[src/khrq_pkg.sv]
// Package for the key hold and auto-repeat qualifier.
// Holds key codes, event codes, register indexes, state and result types.
// Used by khrq_eval and key_hold_repeat_qualifier_core.
package khrq_pkg;

  localparam int unsigned TickBits = 32;
  typedef logic [TickBits-1:0] tick_t;

  localparam logic [7:0] KeyNone  = 8'd0;
  localparam logic [7:0] KeyPower = 8'd1;
  localparam logic [7:0] KeyCw    = 8'd31;
  localparam logic [7:0] KeyCcw   = 8'd41;
  localparam logic [7:0] KeyPush  = 8'd51;

  typedef enum logic [1:0] {
    EvNone     = 2'd0,
    EvDispatch = 2'd1,
    EvPower    = 2'd2,
    EvUnlock   = 2'd3
  } event_kind_e;

  typedef enum logic [1:0] {
    RegRepeatInterval = 2'd0,
    RegPowerHold      = 2'd1,
    RegUnlockHold     = 2'd2,
    RegUnused         = 2'd3
  } reg_index_e;

  localparam logic [9:0]  RepeatIntervalReset = 10'd50;
  localparam logic [13:0] PowerHoldReset      = 14'd250;
  localparam logic [15:0] UnlockHoldReset     = 16'd3000;

  typedef struct packed {
    logic       pressed;
    logic [7:0] held_key;
    tick_t      time_mark;
    logic       power_fired;
  } khrq_state_t;

  typedef struct packed {
    logic [9:0]  repeat_interval;
    logic [13:0] power_hold;
    logic [15:0] unlock_hold;
  } khrq_cfg_t;

  typedef struct packed {
    logic       req_type;
    logic [7:0] key_code;
    logic [31:0] now_ms;
    logic       lock_active;
    logic       lock_armed;
  } khrq_item_t;

  typedef struct packed {
    event_kind_e event_kind;
    logic [7:0]  event_key;
    logic        user_activity;
    logic        is_pressed;
  } khrq_result_t;

endpackage

[src/khrq_eval.sv]
// Combinational evaluation of one item against the press state.
// Produces the next press state and the result item.
// Depends on khrq_pkg.
module khrq_eval import khrq_pkg::*; (
  input  khrq_item_t   item_i,
  input  khrq_state_t  state_i,
  input  khrq_cfg_t    cfg_i,
  output khrq_state_t  state_o,
  output khrq_result_t result_o
);

  tick_t now;
  tick_t elapsed;
  logic  lock_ok;
  logic  repeat_due;
  logic  power_due;
  logic  unlock_due;

  assign now        = tick_t'(item_i.now_ms);
  assign elapsed    = now - state_i.time_mark;
  assign lock_ok    = item_i.lock_active & item_i.lock_armed;
  assign repeat_due = elapsed >= tick_t'(cfg_i.repeat_interval);
  assign power_due  = elapsed >= tick_t'(cfg_i.power_hold);
  assign unlock_due = elapsed >= tick_t'(cfg_i.unlock_hold);

  always_comb begin
    logic start;
    logic held_power;
    logic held_push;
    start      = 1'b0;
    held_power = state_i.pressed && (state_i.held_key == KeyPower) && !state_i.power_fired;
    held_push  = state_i.pressed && (state_i.held_key == KeyPush) && lock_ok;

    state_o                = state_i;
    result_o.event_kind    = EvNone;
    result_o.event_key     = KeyNone;
    result_o.user_activity = 1'b0;

    if (item_i.req_type) begin
      // Timed poll: only the hold timers of the held key are checked.
      if (held_power && power_due) begin
        state_o.time_mark   = now;
        state_o.power_fired = 1'b1;
        result_o.event_kind = EvPower;
        result_o.event_key  = KeyPower;
      end else if (held_push && unlock_due) begin
        state_o.time_mark   = now;
        result_o.event_kind = EvUnlock;
        result_o.event_key  = KeyPush;
      end
    end else begin
      result_o.user_activity = item_i.key_code != KeyNone;
      priority if (!state_i.pressed) begin
        start = item_i.key_code != KeyNone;
      end else if (item_i.key_code == KeyNone) begin
        state_o.pressed  = 1'b0;
        state_o.held_key = KeyNone;
      end else if (item_i.key_code == state_i.held_key) begin
        if (((item_i.key_code == KeyCw) || (item_i.key_code == KeyCcw)) && repeat_due) begin
          state_o.time_mark   = now;
          result_o.event_kind = EvDispatch;
          result_o.event_key  = item_i.key_code;
        end else if (held_power && power_due) begin
          state_o.time_mark   = now;
          state_o.power_fired = 1'b1;
          result_o.event_kind = EvPower;
          result_o.event_key  = KeyPower;
        end else if (held_push && unlock_due) begin
          state_o.time_mark   = now;
          result_o.event_kind = EvUnlock;
          result_o.event_key  = KeyPush;
        end
      end else begin
        start = 1'b1;
      end
    end

    // A new press; the power key is never dispatched but rearms its action.
    if (start) begin
      state_o.pressed   = 1'b1;
      state_o.held_key  = item_i.key_code;
      state_o.time_mark = now;
      if (item_i.key_code == KeyPower) begin
        state_o.power_fired = 1'b0;
      end else begin
        result_o.event_kind = EvDispatch;
        result_o.event_key  = item_i.key_code;
      end
    end

    result_o.is_pressed = state_o.pressed;
  end

endmodule

[src/key_hold_repeat_qualifier_core.sv]
// Top level of the key hold and auto-repeat qualifier.
// Holds the input stage, press state, configuration and result registers.
// Depends on khrq_pkg and khrq_eval.
//
// Usage:
//   Input channel (in_valid_i / in_ready_o) carries key samples or timed
//   polls with a millisecond tick and the child-lock flags. Every item gives
//   exactly one result on the output channel (out_valid_o / out_ready_i).
//   The configuration channel (cfg_valid_i / cfg_ready_o) writes the repeat
//   interval (index 0), power hold (index 1) and unlock hold (index 2); other
//   indexes are ignored. It is always ready.
//   The result is registered: an accepted item is captured in an input
//   register, and the press state is evaluated and updated as it moves into
//   the result register. One item is accepted every cycle while the
//   receiver takes results without stalling.
//   When the receiver stalls, the result holds and the input register keeps
//   one more item; in_ready_o drops only when both are full.
//   Reset clears the press state, both valid flags, and loads the register
//   defaults of 50, 250 and 3000 ms.
module key_hold_repeat_qualifier_core import khrq_pkg::*; (
  input  logic        clk_i,
  input  logic        rst_ni,
  input  logic        cfg_valid_i,
  output logic        cfg_ready_o,
  input  logic [1:0]  cfg_index_i,
  input  logic [15:0] cfg_data_i,
  input  logic        in_valid_i,
  output logic        in_ready_o,
  input  logic        req_type_i,
  input  logic [7:0]  key_code_i,
  input  logic [31:0] now_ms_i,
  input  logic        lock_active_i,
  input  logic        lock_armed_i,
  output logic        out_valid_o,
  input  logic        out_ready_i,
  output logic [1:0]  event_kind_o,
  output logic [7:0]  event_key_o,
  output logic        user_activity_o,
  output logic        is_pressed_o
);

  khrq_cfg_t    cfg_q;
  khrq_state_t  state_q, state_d;
  khrq_item_t   item_q;
  khrq_result_t result_q, result_d;
  logic         item_valid_q;
  logic         out_valid_q;
  logic         advance;
  logic         in_accept;

  assign cfg_ready_o = 1'b1;
  assign advance     = item_valid_q && (!out_valid_q || out_ready_i);
  assign in_ready_o  = !item_valid_q || advance;
  assign in_accept   = in_valid_i && in_ready_o;

  always_ff @(posedge clk_i or negedge rst_ni) begin
    if (!rst_ni) begin
      cfg_q.repeat_interval <= RepeatIntervalReset;
      cfg_q.power_hold      <= PowerHoldReset;
      cfg_q.unlock_hold     <= UnlockHoldReset;
    end else if (cfg_valid_i) begin
      unique case (reg_index_e'(cfg_index_i))
        RegRepeatInterval: cfg_q.repeat_interval <= cfg_data_i[9:0];
        RegPowerHold:      cfg_q.power_hold      <= cfg_data_i[13:0];
        RegUnlockHold:     cfg_q.unlock_hold     <= cfg_data_i;
        default: ;
      endcase
    end
  end

  always_ff @(posedge clk_i or negedge rst_ni) begin
    if (!rst_ni) begin
      item_valid_q <= 1'b0;
    end else if (in_ready_o) begin
      item_valid_q <= in_valid_i;
    end
  end

  always_ff @(posedge clk_i) begin
    if (in_accept) begin
      item_q.req_type    <= req_type_i;
      item_q.key_code    <= key_code_i;
      item_q.now_ms      <= now_ms_i;
      item_q.lock_active <= lock_active_i;
      item_q.lock_armed  <= lock_armed_i;
    end
  end

  khrq_eval u_eval (
    .item_i   (item_q),
    .state_i  (state_q),
    .cfg_i    (cfg_q),
    .state_o  (state_d),
    .result_o (result_d)
  );

  always_ff @(posedge clk_i or negedge rst_ni) begin
    if (!rst_ni) begin
      state_q <= '0;
    end else if (advance) begin
      state_q <= state_d;
    end
  end

  always_ff @(posedge clk_i or negedge rst_ni) begin
    if (!rst_ni) begin
      out_valid_q <= 1'b0;
    end else if (advance) begin
      out_valid_q <= 1'b1;
    end else if (out_ready_i) begin
      out_valid_q <= 1'b0;
    end
  end

  always_ff @(posedge clk_i) begin
    if (advance) begin
      result_q <= result_d;
    end
  end

  assign out_valid_o     = out_valid_q;
  assign event_kind_o    = result_q.event_kind;
  assign event_key_o     = result_q.event_key;
  assign user_activity_o = result_q.user_activity;
  assign is_pressed_o    = result_q.is_pressed;

`ifndef SYNTHESIS
  // An event without a kind never carries a key.
  assert property (@(posedge clk_i) disable iff (!rst_ni)
    out_valid_q && (result_q.event_kind == EvNone) |-> result_q.event_key == KeyNone)
    else $error("event key set without an event");

  // A power action always belongs to the power key and leaves the key pressed.
  assert property (@(posedge clk_i) disable iff (!rst_ni)
    out_valid_q && (result_q.event_kind == EvPower)
      |-> (result_q.event_key == KeyPower) && result_q.is_pressed)
    else $error("power action with wrong key or state");

  // Input backpressure only when both stages hold an item.
  assert property (@(posedge clk_i) disable iff (!rst_ni)
    !in_ready_o |-> item_valid_q && out_valid_q && !out_ready_i)
    else $error("input stalled while a stage is free");

  // The reported pressed flag matches the state left by the item.
  assert property (@(posedge clk_i) disable iff (!rst_ni)
    advance |=> result_q.is_pressed == state_q.pressed)
    else $error("reported pressed flag differs from state");
`endif

endmodule

[config.mk]
export PLATFORM = sky130hd
export DESIGN_NAME = key_hold_repeat_qualifier_core
export DESIGN_NICKNAME = d
export VERILOG_FILES = /design/src/khrq_pkg.sv /design/src/khrq_eval.sv /design/src/key_hold_repeat_qualifier_core.sv
export SDC_FILE = /design/constraint.sdc
export NUM_CORES = 1
export LEC_CHECK = 0
export BUFFER_PORTS_ARGS = -buffer_cell sky130_fd_sc_hd__buf_2
export CAP_MARGIN = 0
export CORE_ASPECT_RATIO = 0.7
export CORE_MARGIN = 1.5
export CORE_UTILIZATION = 30
export DETAILED_ROUTE_END_ITERATION = 8
export PLACE_DENSITY = 0.5
export SLEW_MARGIN = 40
export SYNTH_ARGS = -nofsm -noshare
export SYNTH_HDL_FRONTEND = slang
export SYNTH_SLANG_ARGS = --single-unit
export TNS_END_PERCENT = 50
[constraint.sdc]
create_clock -name clk_i -period 6.71 [get_ports clk_i]
set_input_delay 0.3355 -clock clk_i [delete_from_list [all_inputs] [get_ports clk_i]]
set_output_delay 0.3355 -clock clk_i [all_outputs]
set_load 0.005 [all_outputs]
==> out/qor.yml <==
finClkSkew_ns: 0.00859
internal_power_w: 0.00217
overflow: 0
die_h_um: 145
final_cell_mix: "inv_1 (83), buf_2 (79), ha_1 (69), dfrtp_1 (68), nand2_1 (66)"
finalCritPeriodShare: 0.773
cts_tree: "yes"
ys_ff_latch: 139
powerDensity_nw_per_um2: 347
place.gp.congestion: 0.878
io_pins: 81
synthTopCellsByArea: "dfrtp_1 (20%), edfxtp_1 (19%), ha_1 (10%)"
slew_viol_final: 0
p_leak_nw: 4.43
dpl.hpwl_mm: 16.6
min_period_ns: 5.19
relSlewSlack: 0.485
grt_start_max_net_pins: 49
cts_made_buffers: 17
dr_total_vias: 6352
synth_area_leader_cell: "dfrtp_1"
rows: 51
wl_mm: 21.3
track_usage: 0.149
multi_input_area_um2: 4470
syn_avg_cell_area_um2: 10.6
final_cell_count_no_fill: 1287
synth-main-ff-cell: "dfrtp_1"
worstPathArrival_ns: 5.50
p_sw_w: 0.00132
synth_area_um2: 8660
switching_share: 0.379
whs_ns: 0.0769
endpoint_kind: "flip-flop"
final_common_cell: "inv_1"
postCtsHoldBufs: 1
antenna_found_initial: 0
clock_path_buffers: 2
rsz0062_at_grt: "no"
wl_per_cell_um: 16.5
crit_path_max_fanout: 13
dp.cells: 1253
clock_sinks: 139
start_util: 0.308
pwr-share-comb: 0.428
seq_power_share: 0.318
setup_viol: 0
async_flop_share: 0.604
clk_pin_slew_ns: 0.06
final-hold-violation-count: 0
drc: 0
yosys.area.top_type_share: 0.197
die_width_um: 206
antenna_cells: 0
total_power_w: 0.00349
nets: 1039
htree_levels: 4
outcome: "complete, no violations"
root_buffer: "clkbuf_16"
clkLatencyLatePin_ns: 0.43
synth_cell_types: 80
first_pass_iters: 6
yosys_warnings: 0
cap_violations: 0
regArea_um2: 3770
postSynthCellCount: 819
drt_iter0_drc: 363
avgViaCountPerCell: 4.94
ctsResizeCount: 0
ys_seq_area_frac: 0.436
syn-num-nets: 955
drive_above_1_share: 0.242
area_delta_synth_final_pct: 16.0
holdCritPathClass: "input pin to flip-flop"
grt_pass1_vias: 6151
peakVddDrop_mv: 0.182
start_kind: "flip-flop"
grt_pass1_wl_mm: 34.3
critPathRequiredTime_ns: 7.02
fmax_ghz: 0.193
fill_cells: 2847
dieArea_um2: 29900
tightest_slew_ns: 0.772
portBuffers: 79
coreArea_um2: 28100
tns_ns: 0
criticalPathCategory: "flip-flop to flip-flop"
antenna_left: 0
pwr-share-clk: 0.254
synth_edf_count: 55
post_cts_buffers: 0
per-layer routing:
layer  wire (µm)  GRT usage  up-vias
met4         234     0.0377        0
met2        8080      0.192      148
met1       11900      0.242     3022
li1            -          -     3163
met3        1060     0.0344       19
met5           0          0        -
cell type report:
| cell class | instances | share of cell area |
|---|---|---|
| clock inverter | 15 | 0.0125 |
| tap | 371 | 0.0462 |
| clock buffer | 17 | 0.0424 |
| sequential | 139 | 0.376 |
| timing repair buffer | 87 | 0.0475 |
| inverter | 83 | 0.0310 |
| multi-input combinational | 575 | 0.445 |
state kept, by name, indices dropped and copies added (netlist names):
register	flops
item_q	43
user_activity_o	1
is_pressed_o	1
state_q	42
item_valid_q	1
event_key_o	8
cfg_q	40
out_valid_o	1
event_kind_o	2
power by group through the flow:
stage                     Clock, W  Combinational [W]  Sequential [W]
final                     0.000888            0.00149         0.00111
after detailed placement         0            0.00148         0.00112
after floorplan                  0            0.00111         0.00110
after CTS                 0.000922            0.00149         0.00111
after global routing      0.000965            0.00167         0.00112
after global placement           0            0.00146         0.00112
critical path, cell delays in order, from the launching register on:
cell	delay, ns
dfrtp_1	0.40
ha_1	0.24
fa_1	0.40
and2b_1	0.27
o2111a_1	0.22
nor2_1	0.08
xnor2_1	0.40
ha_1	0.34
o21ai_0	0.16
o21bai_1	0.08
a21o_1	0.18
a221oi_1	0.29
maj3_1	0.25
o21ai_0	0.08
nor4_1	0.18
nand4_1	0.17
a22oi_2	0.33
a21oi_4	0.19
buf_8	0.23
buf_4	0.23
mux2_4	0.31
stage by stage:
step                      worst slack, ns  area (µm²)  utilization
after floorplan                      2.61        8660            -
after global placement               1.51        9430        0.336
after detailed placement             1.63        9470        0.337
after CTS                            1.58       10000        0.357
after global routing                 1.19       10000        0.358
final                                1.52       10000        0.358
cells in the mapped netlist (4+ instances only):
cell      number
nor2_1        37
a211oi_1       7
buf_2          5
xor2_1        13
inv_1         83
nand4_1       17
o211ai_1      11
xnor2_1       15
or2_2          4
o21a_1         9
o31ai_1        4
and2_1         8
nor2b_1        4
or4_1          4
a21oi_2        4
dfstp_2       16
mux2_2        35
a21oi_1       48
and3_1         4
o22ai_1        4
dfrtp_1       68
o21ai_1       11
nand3_1       12
edfxtp_1      55
nor4_1         6
nand2_1       66
nand2b_1      10
o21bai_1       4
o21ai_0       32
nor3_1        16
mux2_4        28
a21o_1        27
clkbuf_1      10
ha_1          69
buf_6          4
cell families after synthesis:
kind of cell               count (synthesis)  synth area share
buffers and inverters                    105            0.0507
and+or+nand+nor                          208             0.124
muxes                                     65            0.0964
xor gates and xnor gates                  28            0.0283
adders and majority gates                 71             0.103
AOI/OAI and AO/OA                        202             0.161
other                                      1          0.000433
DFF                                      139             0.436
path summary, 6_finish.rpt:
check	from	endpoint	slack [ns]	cells past startpoint
worst max-delay path	state_q[1]$_DFFE_PN0P_	state_q[22]$_DFFE_PN0P_	1.52	20
worst min register to register	item_valid_q$_DFFE_PN0N_	out_valid_o$_DFFE_PN0P_	0.50	1
worst min-delay path	now_ms_i[29]	item_q[31]$_DFFE_PP_	0.08	1
min in group asynchronous	rst_ni	cfg_q[33]$_DFFE_PN0P_	0.42	2
worst max register to register	state_q[1]$_DFFE_PN0P_	state_q[22]$_DFFE_PN0P_	1.52	20
max in group asynchronous	rst_ni	state_q[22]$_DFFE_PN0P_	5.23	3
(Power assumes the default switching activity.)
